<file path="config.mk">
export PLATFORM = sky130hd
export DESIGN_NAME = character_stream_tokenizer_flat
export DESIGN_NICKNAME = d
export VERILOG_FILES = /design/src/rtl/core/csto_pkg.sv /design/src/rtl/core/csto_in_if.sv /design/src/rtl/core/csto_out_if.sv /design/src/rtl/core/csto_front.sv /design/src/rtl/core/csto_queue.sv /design/src/rtl/core/csto_back.sv /design/src/rtl/core/character_stream_tokenizer.sv /design/src/flat_wrapper.sv
export SDC_FILE = /design/constraint.sdc
export NUM_CORES = 1
export LEC_CHECK = 0
export BUFFER_PORTS_ARGS = -buffer_cell sky130_fd_sc_hd__buf_2
export CORE_MARGIN = 2
export CORE_UTILIZATION = 55
export CTS_BUF_LIST = sky130_fd_sc_hd__clkbuf_8
export DETAILED_ROUTE_END_ITERATION = 12
export PLACE_DENSITY = 0.74
export RECOVER_POWER = 25
export SLEW_MARGIN = 25
export SYNTH_ARGS = -nofsm -noshare
export SYNTH_HDL_FRONTEND = slang
export SYNTH_SLANG_ARGS = --single-unit
</file>
<file path="constraint.sdc">
create_clock -name i_clk -period 7 [get_ports i_clk]
set_clock_uncertainty 0.1 [all_clocks]
set_input_delay 0.35 -clock i_clk [delete_from_list [all_inputs] [get_ports i_clk]]
set_output_delay 0.35 -clock i_clk [all_outputs]
set_load 0.03 [all_outputs]
</file>
<file path="src/rtl/core/csto_pkg.sv">
// ============================================================================
// csto_pkg
// Shared types and constants for the character stream tokenizer: character
// classes, token classes, the front-to-back queue entry and the classifier.
// ============================================================================
package csto_pkg;

    // Field widths of the result item
    localparam int CHAR_W  = 8;
    localparam int CLASS_W = 3;
    localparam int CNT_W   = 20;
    localparam int TEXT_W  = 64;
    localparam int LEN_W   = 4;

    // Saturation limit of the line and token counters
    localparam logic [CNT_W-1:0] CNT_MAX = '1;

    // Keyword registers
    localparam int NUM_KW    = 6;
    localparam int CFG_IDX_W = 3;

    typedef enum logic [CFG_IDX_W-1:0] {
        KW_A = 3'd0,
        KW_B = 3'd1,
        KW_C = 3'd2,
        KW_D = 3'd3,
        KW_E = 3'd4,
        KW_F = 3'd5
    } t_kw_index;

    // Reset contents: "int", "main", "if", "else", "do", "while"
    localparam logic [TEXT_W-1:0] KW_RESET [NUM_KW] = '{
        64'd7630441,
        64'd1852399981,
        64'd26217,
        64'd1702063205,
        64'd28516,
        64'd435610544247
    };

    // Front-to-back queue depth
    localparam int QDEPTH = 2;
    localparam int QPTR_W = $clog2(QDEPTH);
    localparam int QCNT_W = $clog2(QDEPTH + 1);

    // Input kinds
    localparam logic KIND_CHAR = 1'b0;
    localparam logic KIND_EOS  = 1'b1;

    // ASCII codes the classifier tests
    localparam logic [CHAR_W-1:0] CH_PLUS   = 8'h2B;
    localparam logic [CHAR_W-1:0] CH_MINUS  = 8'h2D;
    localparam logic [CHAR_W-1:0] CH_STAR   = 8'h2A;
    localparam logic [CHAR_W-1:0] CH_SLASH  = 8'h2F;
    localparam logic [CHAR_W-1:0] CH_SEMI   = 8'h3B;
    localparam logic [CHAR_W-1:0] CH_LBRACE = 8'h7B;
    localparam logic [CHAR_W-1:0] CH_RBRACE = 8'h7D;
    localparam logic [CHAR_W-1:0] CH_LPAREN = 8'h28;
    localparam logic [CHAR_W-1:0] CH_RPAREN = 8'h29;
    localparam logic [CHAR_W-1:0] CH_QUEST  = 8'h3F;
    localparam logic [CHAR_W-1:0] CH_AT     = 8'h40;
    localparam logic [CHAR_W-1:0] CH_BANG   = 8'h21;
    localparam logic [CHAR_W-1:0] CH_PCT    = 8'h25;
    localparam logic [CHAR_W-1:0] CH_NL     = 8'h0A;
    localparam logic [CHAR_W-1:0] CH_ZERO   = 8'h30;
    localparam logic [CHAR_W-1:0] CH_NINE   = 8'h39;
    localparam logic [CHAR_W-1:0] CH_LC_A   = 8'h61;
    localparam logic [CHAR_W-1:0] CH_LC_Z   = 8'h7A;
    localparam logic [CHAR_W-1:0] CH_UC_A   = 8'h41;
    localparam logic [CHAR_W-1:0] CH_UC_Z   = 8'h5A;

    typedef enum logic [2:0] {
        CC_OPER,
        CC_SPEC,
        CC_DIGIT,
        CC_LETTER,
        CC_NEWLINE,
        CC_OTHER
    } t_char_class;

    typedef enum logic [CLASS_W-1:0] {
        TOK_OPER  = 3'd0,
        TOK_SPEC  = 3'd1,
        TOK_CONST = 3'd2,
        TOK_KEYW  = 3'd3,
        TOK_IDENT = 3'd4
    } t_token_class;

    // One classified item as it travels from front to back
    typedef struct packed {
        logic                eos;
        logic [CHAR_W-1:0]   char_code;
        t_char_class         cclass;
    } t_queue_entry;

    function automatic t_char_class classify(input logic [CHAR_W-1:0] c);
        t_char_class cls;
        case (c) inside
            CH_PLUS, CH_MINUS, CH_STAR, CH_SLASH:         cls = CC_OPER;
            CH_SEMI, CH_LBRACE, CH_RBRACE, CH_LPAREN,
            CH_RPAREN, CH_QUEST, CH_AT, CH_BANG, CH_PCT:  cls = CC_SPEC;
            [CH_ZERO:CH_NINE]:                            cls = CC_DIGIT;
            [CH_LC_A:CH_LC_Z], [CH_UC_A:CH_UC_Z]:         cls = CC_LETTER;
            CH_NL:                                        cls = CC_NEWLINE;
            default:                                      cls = CC_OTHER;
        endcase
        return cls;
    endfunction

endpackage

</file>
<file path="src/rtl/core/csto_in_if.sv">
// ============================================================================
// csto_in_if
// Input channel: one character or an end-of-stream mark per item.
// ============================================================================
interface csto_in_if
    import csto_pkg::*;
();
    logic              valid;
    logic              ready;
    logic              kind;
    logic [CHAR_W-1:0] char_code;

    modport source (output valid, output kind, output char_code, input ready);
    modport sink   (input valid, input kind, input char_code, output ready);
endinterface

</file>
<file path="src/rtl/core/csto_out_if.sv">
// ============================================================================
// csto_out_if
// Output channel: one token per item.
// ============================================================================
interface csto_out_if
    import csto_pkg::*;
();
    logic               valid;
    logic               ready;
    logic [CLASS_W-1:0] token_class;
    logic [CNT_W-1:0]   line_number;
    logic [CNT_W-1:0]   token_number;
    logic [CHAR_W-1:0]  symbol;
    logic [TEXT_W-1:0]  word_text;
    logic [LEN_W-1:0]   word_length;
    logic               truncated;
    logic               last;

    modport source (
        output valid, output token_class, output line_number, output token_number,
        output symbol, output word_text, output word_length, output truncated,
        output last, input ready
    );
    modport sink (
        input valid, input token_class, input line_number, input token_number,
        input symbol, input word_text, input word_length, input truncated,
        input last, output ready
    );
endinterface

</file>
<file path="src/rtl/core/csto_front.sv">
// ============================================================================
// csto_front
// Accepts input items, classifies each character and pushes the classified
// item into the front-to-back queue.
// ============================================================================
module csto_front
    import csto_pkg::*;
(
    csto_in_if.sink        i_in,
    input  logic           i_q_full,
    output logic           o_q_push,
    output t_queue_entry   o_q_entry
);

    // Take an item whenever the queue has room
    assign i_in.ready = !i_q_full;
    assign o_q_push   = i_in.valid && !i_q_full;

    // Classify the character on the way in
    always_comb begin
        o_q_entry.eos       = (i_in.kind == KIND_EOS);
        o_q_entry.char_code = i_in.char_code;
        o_q_entry.cclass    = classify(i_in.char_code);
    end

endmodule

</file>
<file path="src/rtl/core/csto_queue.sv">
// ============================================================================
// csto_queue
// Short FIFO between front and back; push and pop in the same cycle keep
// one item per cycle flowing while the back end keeps popping.
// ============================================================================
module csto_queue
    import csto_pkg::*;
(
    input  logic           i_clk,
    input  logic           i_rst_n,
    input  logic           i_push,
    input  t_queue_entry   i_entry,
    output logic           o_full,
    input  logic           i_pop,
    output logic           o_valid,
    output t_queue_entry   o_entry
);

    t_queue_entry        r_mem [QDEPTH];
    logic [QPTR_W-1:0]   r_wp, r_rp;
    logic [QCNT_W-1:0]   r_count;
    logic [QPTR_W-1:0]   n_wp, n_rp;
    logic [QCNT_W-1:0]   n_count;
    logic                do_push, do_pop;

    assign o_full   = (r_count == QCNT_W'(QDEPTH));
    assign o_valid  = (r_count != '0);
    assign o_entry  = r_mem[r_rp];
    assign do_push  = i_push && !o_full;
    assign do_pop   = i_pop && o_valid;

    // Pointer and count update
    always_comb begin
        n_wp    = do_push ? r_wp + 1'b1 : r_wp;
        n_rp    = do_pop  ? r_rp + 1'b1 : r_rp;
        n_count = r_count;
        if (do_push && !do_pop) begin
            n_count = r_count + 1'b1;
        end else if (do_pop && !do_push) begin
            n_count = r_count - 1'b1;
        end
    end

    always_ff @(posedge i_clk) begin
        if (!i_rst_n) begin
            r_wp    <= '0;
            r_rp    <= '0;
            r_count <= '0;
        end else begin
            r_wp    <= n_wp;
            r_rp    <= n_rp;
            r_count <= n_count;
        end
    end

    // Entry storage
    always_ff @(posedge i_clk) begin
        if (do_push) begin
            r_mem[r_wp] <= i_entry;
        end
    end

endmodule

</file>
<file path="src/rtl/core/csto_back.sv">
// ============================================================================
// csto_back
// Carries out classified items: builds words, matches keywords, keeps the
// line and token counters and drives the output register.
// ============================================================================
module csto_back
    import csto_pkg::*;
#(
    parameter int WORD_CHARS = 8
) (
    input  logic                  i_clk,
    input  logic                  i_rst_n,
    input  logic                  i_cfg_we,
    input  logic [CFG_IDX_W-1:0]  i_cfg_idx,
    input  logic [TEXT_W-1:0]     i_cfg_data,
    input  logic                  i_q_valid,
    input  t_queue_entry          i_q_entry,
    output logic                  o_q_pop,
    csto_out_if.source            o_out
);

    localparam int BUF_W = 8 * WORD_CHARS;
    localparam int FILL_W = $clog2(WORD_CHARS + 1);

    // Keyword registers
    logic [TEXT_W-1:0]  r_kw [NUM_KW];

    // Word and counter state
    logic               r_in_word, n_in_word;
    logic [BUF_W-1:0]   r_buf, n_buf;
    logic [FILL_W-1:0]  r_fill, n_fill;
    logic               r_ovf, n_ovf;
    logic [CNT_W-1:0]   r_line, n_line;
    logic [CNT_W-1:0]   r_tok, n_tok;

    // Output register
    logic               r_out_valid, n_out_valid;
    t_token_class       r_out_class, n_out_class;
    logic [CNT_W-1:0]   r_out_line, n_out_line;
    logic [CNT_W-1:0]   r_out_tok, n_out_tok;
    logic [CHAR_W-1:0]  r_out_sym, n_out_sym;
    logic [TEXT_W-1:0]  r_out_text, n_out_text;
    logic [LEN_W-1:0]   r_out_len, n_out_len;
    logic               r_out_trunc, n_out_trunc;
    logic               r_out_last, n_out_last;

    logic               step;
    logic               emit;
    logic               is_alnum;
    logic               is_sym;
    logic               kw_hit;
    logic [TEXT_W-1:0]  word_ext;

    // The head item is worked on once the output register can take a result
    assign step     = i_q_valid && (!r_out_valid || o_out.ready);
    assign is_alnum = (i_q_entry.cclass == CC_LETTER) || (i_q_entry.cclass == CC_DIGIT);
    assign is_sym   = !i_q_entry.eos && ((i_q_entry.cclass == CC_OPER) ||
                      (i_q_entry.cclass == CC_SPEC) || (i_q_entry.cclass == CC_DIGIT));
    assign word_ext = TEXT_W'(r_buf);

    // Six keyword comparators in parallel; a zero register never matches
    always_comb begin
        kw_hit = 1'b0;
        for (int k = 0; k < NUM_KW; k++) begin
            if (r_kw[k] != '0 && r_kw[k] == word_ext) begin
                kw_hit = 1'b1;
            end
        end
        kw_hit = kw_hit && !r_ovf;
    end

    // Item processing
    always_comb begin
        n_in_word   = r_in_word;
        n_buf       = r_buf;
        n_fill      = r_fill;
        n_ovf       = r_ovf;
        n_line      = r_line;
        o_q_pop     = 1'b0;
        emit        = 1'b0;
        n_out_class = TOK_IDENT;
        n_out_sym   = '0;
        n_out_text  = '0;
        n_out_len   = '0;
        n_out_trunc = 1'b0;
        n_out_last  = 1'b1;

        if (step) begin
            if (r_in_word && (i_q_entry.eos || !is_alnum)) begin
                // Word ends: emit it; a symbol terminator stays at the head
                // and is emitted on the next step
                emit        = 1'b1;
                n_out_class = kw_hit ? TOK_KEYW : TOK_IDENT;
                n_out_text  = word_ext;
                n_out_len   = LEN_W'(r_fill);
                n_out_trunc = r_ovf;
                n_out_last  = !is_sym;
                n_in_word   = 1'b0;
                n_fill      = '0;
                n_ovf       = 1'b0;
                o_q_pop     = !is_sym;
                if (!i_q_entry.eos && i_q_entry.cclass == CC_NEWLINE &&
                    r_line != CNT_MAX) begin
                    n_line = r_line + 1'b1;
                end
            end else if (i_q_entry.eos) begin
                o_q_pop = 1'b1;
            end else if (r_in_word) begin
                // Extend the word, or flag it once it is full
                o_q_pop = 1'b1;
                if (r_fill < FILL_W'(WORD_CHARS)) begin
                    for (int i = 0; i < WORD_CHARS; i++) begin
                        if (r_fill == FILL_W'(i)) begin
                            n_buf[8*i +: 8] = i_q_entry.char_code;
                        end
                    end
                    n_fill = r_fill + 1'b1;
                end else begin
                    n_ovf = 1'b1;
                end
            end else begin
                o_q_pop = 1'b1;
                case (i_q_entry.cclass)
                    CC_OPER, CC_SPEC, CC_DIGIT: begin
                        emit      = 1'b1;
                        n_out_sym = i_q_entry.char_code;
                        case (i_q_entry.cclass)
                            CC_OPER: n_out_class = TOK_OPER;
                            CC_SPEC: n_out_class = TOK_SPEC;
                            default: n_out_class = TOK_CONST;
                        endcase
                    end
                    CC_LETTER: begin
                        n_in_word = 1'b1;
                        n_buf     = BUF_W'(i_q_entry.char_code);
                        n_fill    = FILL_W'(1);
                        n_ovf     = 1'b0;
                    end
                    CC_NEWLINE: begin
                        if (r_line != CNT_MAX) begin
                            n_line = r_line + 1'b1;
                        end
                    end
                    default: begin
                    end
                endcase
            end
        end
    end

    // Token counter and output register load
    always_comb begin
        n_tok       = r_tok;
        n_out_line  = r_out_line;
        n_out_tok   = r_out_tok;
        n_out_valid = r_out_valid && !o_out.ready;
        if (emit) begin
            n_out_valid = 1'b1;
            n_out_line  = r_line;
            n_out_tok   = r_tok;
            if (r_tok != CNT_MAX) begin
                n_tok = r_tok + 1'b1;
            end
        end
    end

    // Control state
    always_ff @(posedge i_clk) begin
        if (!i_rst_n) begin
            r_in_word   <= 1'b0;
            r_fill      <= '0;
            r_ovf       <= 1'b0;
            r_line      <= CNT_W'(1);
            r_tok       <= '0;
            r_out_valid <= 1'b0;
        end else begin
            r_in_word   <= n_in_word;
            r_fill      <= n_fill;
            r_ovf       <= n_ovf;
            r_line      <= n_line;
            r_tok       <= n_tok;
            r_out_valid <= n_out_valid;
        end
    end

    // Word buffer and output payload
    always_ff @(posedge i_clk) begin
        r_buf <= n_buf;
        if (emit) begin
            r_out_class <= n_out_class;
            r_out_line  <= n_out_line;
            r_out_tok   <= n_out_tok;
            r_out_sym   <= n_out_sym;
            r_out_text  <= n_out_text;
            r_out_len   <= n_out_len;
            r_out_trunc <= n_out_trunc;
            r_out_last  <= n_out_last;
        end
    end

    // Keyword registers; writes beyond the last index are dropped
    always_ff @(posedge i_clk) begin
        if (!i_rst_n) begin
            for (int k = 0; k < NUM_KW; k++) begin
                r_kw[k] <= KW_RESET[k];
            end
        end else if (i_cfg_we) begin
            for (int k = 0; k < NUM_KW; k++) begin
                if (i_cfg_idx == CFG_IDX_W'(k)) begin
                    r_kw[k] <= i_cfg_data;
                end
            end
        end
    end

    assign o_out.valid        = r_out_valid;
    assign o_out.token_class  = r_out_class;
    assign o_out.line_number  = r_out_line;
    assign o_out.token_number = r_out_tok;
    assign o_out.symbol       = r_out_sym;
    assign o_out.word_text    = r_out_text;
    assign o_out.word_length  = r_out_len;
    assign o_out.truncated    = r_out_trunc;
    assign o_out.last         = r_out_last;

`ifndef SYNTHESIS
    a_fill_range: assert property (@(posedge i_clk) disable iff (!i_rst_n)
        r_fill <= FILL_W'(WORD_CHARS))
        else $error("word fill beyond capacity");

    a_ovf_full: assert property (@(posedge i_clk) disable iff (!i_rst_n)
        r_ovf |-> (r_in_word && r_fill == FILL_W'(WORD_CHARS)))
        else $error("overflow flagged on a word that is not full");

    a_trunc_ident: assert property (@(posedge i_clk) disable iff (!i_rst_n)
        (r_out_valid && r_out_trunc) |-> (r_out_class == TOK_IDENT))
        else $error("truncated word reported as other than identifier");

    a_line_mono: assert property (@(posedge i_clk) disable iff (!i_rst_n)
        i_rst_n |=> (r_line >= $past(r_line) && r_line != '0))
        else $error("line counter went backward");

    a_sym_hold: assert property (@(posedge i_clk) disable iff (!i_rst_n)
        (step && emit && !o_q_pop) |=> (i_q_valid && !r_in_word))
        else $error("symbol after word lost from queue head");
`endif

endmodule

</file>
<file path="src/rtl/core/character_stream_tokenizer.sv">
// ============================================================================
// character_stream_tokenizer
// Lexical analyzer over a stream of ASCII characters, one token per result.
// ============================================================================
// Takes one character (or end-of-stream mark) per cycle while the queue has
// room and emits operator, special-symbol, constant, keyword and identifier
// tokens with line and token numbers. A classifying front end feeds a
// two-entry queue; the back end builds words, runs six keyword comparators in
// parallel and drives one output register, so one item is taken per cycle
// while each item yields at most one token and the output is not stalled. An
// item that ends a word and is itself a token yields two results and holds
// the queue head for both, as the output delivers one token per cycle.
// Keyword registers reset to int, main, if, else, do, while and are written
// at indexes 0 to 5 of the config port; a zero keyword never matches.
// ============================================================================
module character_stream_tokenizer
    import csto_pkg::*;
#(
    parameter int WORD_CHARS = 8
) (
    input  logic                  i_clk,
    input  logic                  i_rst_n,
    input  logic                  i_cfg_we,
    input  logic [CFG_IDX_W-1:0]  i_cfg_idx,
    input  logic [TEXT_W-1:0]     i_cfg_data,
    csto_in_if.sink               i_in,
    csto_out_if.source            o_out
);

    logic           q_push, q_full, q_pop, q_valid;
    t_queue_entry   q_in_entry, q_out_entry;

    csto_front u_front (
        .i_in      (i_in),
        .i_q_full  (q_full),
        .o_q_push  (q_push),
        .o_q_entry (q_in_entry)
    );

    csto_queue u_queue (
        .i_clk   (i_clk),
        .i_rst_n (i_rst_n),
        .i_push  (q_push),
        .i_entry (q_in_entry),
        .o_full  (q_full),
        .i_pop   (q_pop),
        .o_valid (q_valid),
        .o_entry (q_out_entry)
    );

    csto_back #(
        .WORD_CHARS (WORD_CHARS)
    ) u_back (
        .i_clk      (i_clk),
        .i_rst_n    (i_rst_n),
        .i_cfg_we   (i_cfg_we),
        .i_cfg_idx  (i_cfg_idx),
        .i_cfg_data (i_cfg_data),
        .i_q_valid  (q_valid),
        .i_q_entry  (q_out_entry),
        .o_q_pop    (q_pop),
        .o_out      (o_out)
    );

endmodule

</file>
<file path="src/flat_wrapper.sv">
// flat-port wrapper written by rule: the top's interface ports become plain ports
module character_stream_tokenizer_flat import csto_pkg::*;
#(
    parameter int WORD_CHARS = 8
)
  (i_clk, i_rst_n, i_cfg_we, i_cfg_idx, i_cfg_data, i_in_valid, i_in_kind, i_in_char_code, i_in_ready, o_out_valid, o_out_token_class, o_out_line_number, o_out_token_number, o_out_symbol, o_out_word_text, o_out_word_length, o_out_truncated, o_out_last, o_out_ready);
  csto_in_if i_in_i ();
  csto_out_if o_out_i ();
  input  logic i_clk;
  input  logic i_rst_n;
  input  logic i_cfg_we;
  input  logic [CFG_IDX_W-1:0] i_cfg_idx;
  input  logic [TEXT_W-1:0] i_cfg_data;
  input wire logic [$bits(i_in_i.valid)-1:0] i_in_valid;
  input wire logic [$bits(i_in_i.kind)-1:0] i_in_kind;
  input wire logic [$bits(i_in_i.char_code)-1:0] i_in_char_code;
  output wire logic [$bits(i_in_i.ready)-1:0] i_in_ready;
  output wire logic [$bits(o_out_i.valid)-1:0] o_out_valid;
  output wire logic [$bits(o_out_i.token_class)-1:0] o_out_token_class;
  output wire logic [$bits(o_out_i.line_number)-1:0] o_out_line_number;
  output wire logic [$bits(o_out_i.token_number)-1:0] o_out_token_number;
  output wire logic [$bits(o_out_i.symbol)-1:0] o_out_symbol;
  output wire logic [$bits(o_out_i.word_text)-1:0] o_out_word_text;
  output wire logic [$bits(o_out_i.word_length)-1:0] o_out_word_length;
  output wire logic [$bits(o_out_i.truncated)-1:0] o_out_truncated;
  output wire logic [$bits(o_out_i.last)-1:0] o_out_last;
  input wire logic [$bits(o_out_i.ready)-1:0] o_out_ready;
  assign i_in_i.valid = i_in_valid;
  assign i_in_i.kind = i_in_kind;
  assign i_in_i.char_code = i_in_char_code;
  assign i_in_ready = i_in_i.ready;
  assign o_out_valid = o_out_i.valid;
  assign o_out_token_class = o_out_i.token_class;
  assign o_out_line_number = o_out_i.line_number;
  assign o_out_token_number = o_out_i.token_number;
  assign o_out_symbol = o_out_i.symbol;
  assign o_out_word_text = o_out_i.word_text;
  assign o_out_word_length = o_out_i.word_length;
  assign o_out_truncated = o_out_i.truncated;
  assign o_out_last = o_out_i.last;
  assign o_out_i.ready = o_out_ready;
  character_stream_tokenizer #(.WORD_CHARS(WORD_CHARS)) u_core (.i_clk(i_clk), .i_rst_n(i_rst_n), .i_cfg_we(i_cfg_we), .i_cfg_idx(i_cfg_idx), .i_cfg_data(i_cfg_data), .i_in(i_in_i), .o_out(o_out_i));
endmodule
</file>
==> impl_metrics.toml <==
[run_status]
status = "finished, violations left"
violations = "max-capacitance violations, max-slew violations"

[timing]
max_slew_margin_pct = -214
setup_tns_ns = 0
rsz0062_at_grt = "no"
setup_viol = 0
hold_viol = 0
tightestPinTransition_ns = 4.71
finalCritPeriodShare_pct = 67.8
min_period_ns = 4.75
maxSlewViolCount = 216
max_freq_ghz = 0.211

[cts]
ctsRootBufferMaster = "clkbuf_8"
htree_levels = 3
cts_max_path_buffers = 3
cts_tree = "done"
clock_latency_ns = 0.73
ctsHoldBuffers = 76
cts_resized = 0
cts_inserted_buffers = 103
post-cts-setup-buffers = 0
path_clk_slew_ns = 0.06
clock_sinks = 645

[pwr]
p_sw_uw = 3210
pwr-share-clk_pct = 31.5
p_int_uw = 6680
p_leak_uw = 0.0116
combPwrFrac_pct = 17.4
irDropWorstVdd_mv = 0.261
switching_share_pct = 32.5
power_density_nw_per_um2 = 295
p_seq_share_pct = 51.0

[setup_path]
endpoint_kind = "flop"
cp_data_arrival_time_ns = 4.83
crit_required_ns = 7.09
worstSetupPathType = "primary input to flop"
crit_fanout = 64
start_kind = "primary input"

[final_layout]
fin_nets = 2601
final_common_cell = "edfxtp_1"
multiInputGateArea_sq_um = 9930
areaGrowthSynthToFinish_pct = 14.5
ff_latch_area_sq_um = 18800
mostFrequentLayoutCells = "593 x edfxtp_1, 368 x and2_1, 331 x xor2_1"
layoutNonFillerInstCount = 3293
fill_cells = 4035
drive_above_1_share_pct = 10.1

[route]
drc = 0
ant_nets = 0
met1_length_um = 43000
wl_um = 114000
wl_met3_um = 12600
first_pass_iters = 5
route.vias.total = 20900
drtIter0Drc = 3153
drt-wirelength-per-cell_um = 34.5
top_layer = "met5"
route.met2.wl_um = 50600
via_per_inst = 6.34

[synthesis]
synthesis.nets = 2315
synth_cell_type_count = 53
ys_async_sr_fraction_pct = 0
synth_flop_cell = "edfxtp_1"
ys_warn_count = 0
synth_cells = 2227
synth_edf_count = 593
ys_seq_area_share_pct = 64.4
syn-cell-area_sq_um = 29300
avgSynthCellArea_sq_um = 13.1
ys_ff_latch = 645

[placed_design]
place.gp.congestion = 1.09
dp.cells = 3020
dp_hpwl_um = 85000
io_buffers = 203

[floorplan]
die_h_um = 235
design.core.area_sq_um = 52600
io_pins = 204
rows = 84
dieArea_sq_um = 55100
start_util_pct = 55.7
dieWidth_um = 235

[min_path]
worstHoldPathType = "primary input to flop"

[grt]
grt_pass1_vias = 20200
grt_max_degree = 67
overflow = 0
antenna_found_initial = 9
track_usage_pct = 40.8
grt_pass1_wl_um = 156000

[job]
cap_violations = 6
[cells in the mapped netlist (3+ instances only)]
library cell	count	share of area [%]
nand2b_1	38	0.81
buf_1	5	0.064
o31ai_1	5	0.13
o21ai_0	17	0.29
and2_1	368	7.9
nor4_1	192	4.1
xor2_1	331	9.9
nor3_1	21	0.36
ha_1	7	0.30
a31oi_1	3	0.064
or3_1	60	1.3
a22oi_1	3	0.077
xnor2_1	87	2.6
nand3_1	24	0.41
nand4_1	69	1.5
or4_1	3	0.077
nor3_2	3	0.10
edfxtp_1	593	61
buf_6	3	0.12
or2_2	4	0.085
dfxtp_1	52	3.6
and3_1	9	0.19
inv_1	21	0.27
nor2_1	88	1.1
and4_1	5	0.15
a21oi_1	28	0.48
mux2i_1	13	0.44
clkbuf_1	119	1.5
nand2_1	27	0.35
[layout make-up]
| class | count | area share (%) |
|---|---|---|
| repair buffers | 311 | 5.46 |
| clock inverters | 84 | 1.40 |
| clock buffers | 109 | 4.47 |
| well taps | 688 | 2.57 |
| diodes | 4 | 0.0299 |
| multi-input cells | 1430 | 29.6 |
| inverters | 22 | 0.246 |
| flip-flops and latches | 645 | 56.2 |
[worst max-delay path: stages]
cell	delay [ns]
dlygate4sd3_1	0.54
clkbuf_1	0.41
o21ai_4	0.16
clkbuf_1	3.30
[state kept, by name, indices dropped and copies added, names as in the netlist, 2 cells and up, named ones only]
register,cells
u_core.u_back.o_out.word_text,64
u_core.u_back.r_line,20
u_core.u_queue.r_count,2
u_core.u_back.o_out.token_class,3
u_core.u_queue.r_mem,24
u_core.u_back.r_buf,64
u_core.u_back.o_out.symbol,8
u_core.u_back.o_out.word_length,4
u_core.u_back.r_kw,384
u_core.u_back.r_tok,20
u_core.u_back.o_out.token_number,20
u_core.u_back.o_out.line_number,20
u_core.u_back.r_fill,4
[cells by family after synthesis]
kind of cell	after synthesis	synth area share [%]
simple gates	918	18.6
flops	645	64.4
xor+xnor	418	12.5
buf+inv	152	2.06
compound gates	72	1.60
mux	15	0.560
fa+ha+maj	7	0.299
[power groups by stage]
stage,Sequential [uW],Combinational [uW],Clock (uW)
2_1_floorplan,5240,731,0
3_3_place_gp,5090,1670,0
3_5_place_dp,5090,1680,0
4_1_cts,5020,1720,3120
5_1_grt,5060,1770,3290
6_report,5040,1720,3120
[metrics by stage]
step | setup slack [ns] | hold WS, ns | utilization (%) | total power [uW] | area (sq um)
after floorplan | 0.966 | 0.336 | - | 5970 | 29300
after global placement | 3.59 | 0.361 | 59.0 | 6750 | 31000
after detailed placement | 3.54 | 0.370 | 59.0 | 6770 | 31000
after CTS | 3.55 | 0.0904 | 64.2 | 9860 | 33700
after global routing | 1.98 | 0.333 | 63.8 | 10100 | 33500
final | 2.25 | 0.308 | 63.8 | 9880 | 33500
[worst paths after layout]
kind	from	endpoint	slack, ns	cells after the start
min	i_in_kind	u_core.u_queue.r_mem[1][11]	0.31	2
max reg2reg	u_core.u_back.r_buf[17]	u_core.u_back.o_out.token_class[2]	3.42	7
min reg2reg	u_core.u_back.r_line[6]	u_core.u_back.o_out.line_number[6]	0.39	0
max	i_rst_n	u_core.u_back.r_kw[3][34]	2.25	4
[layer usage]
metal	up-vias	GRT usage, %
li1	8619	-
met1	10400	55.3
met2	1602	61.4
met3	307	8.79
met4	6	23.3
met5	-	0
Power figures use the tool's default switching activity.
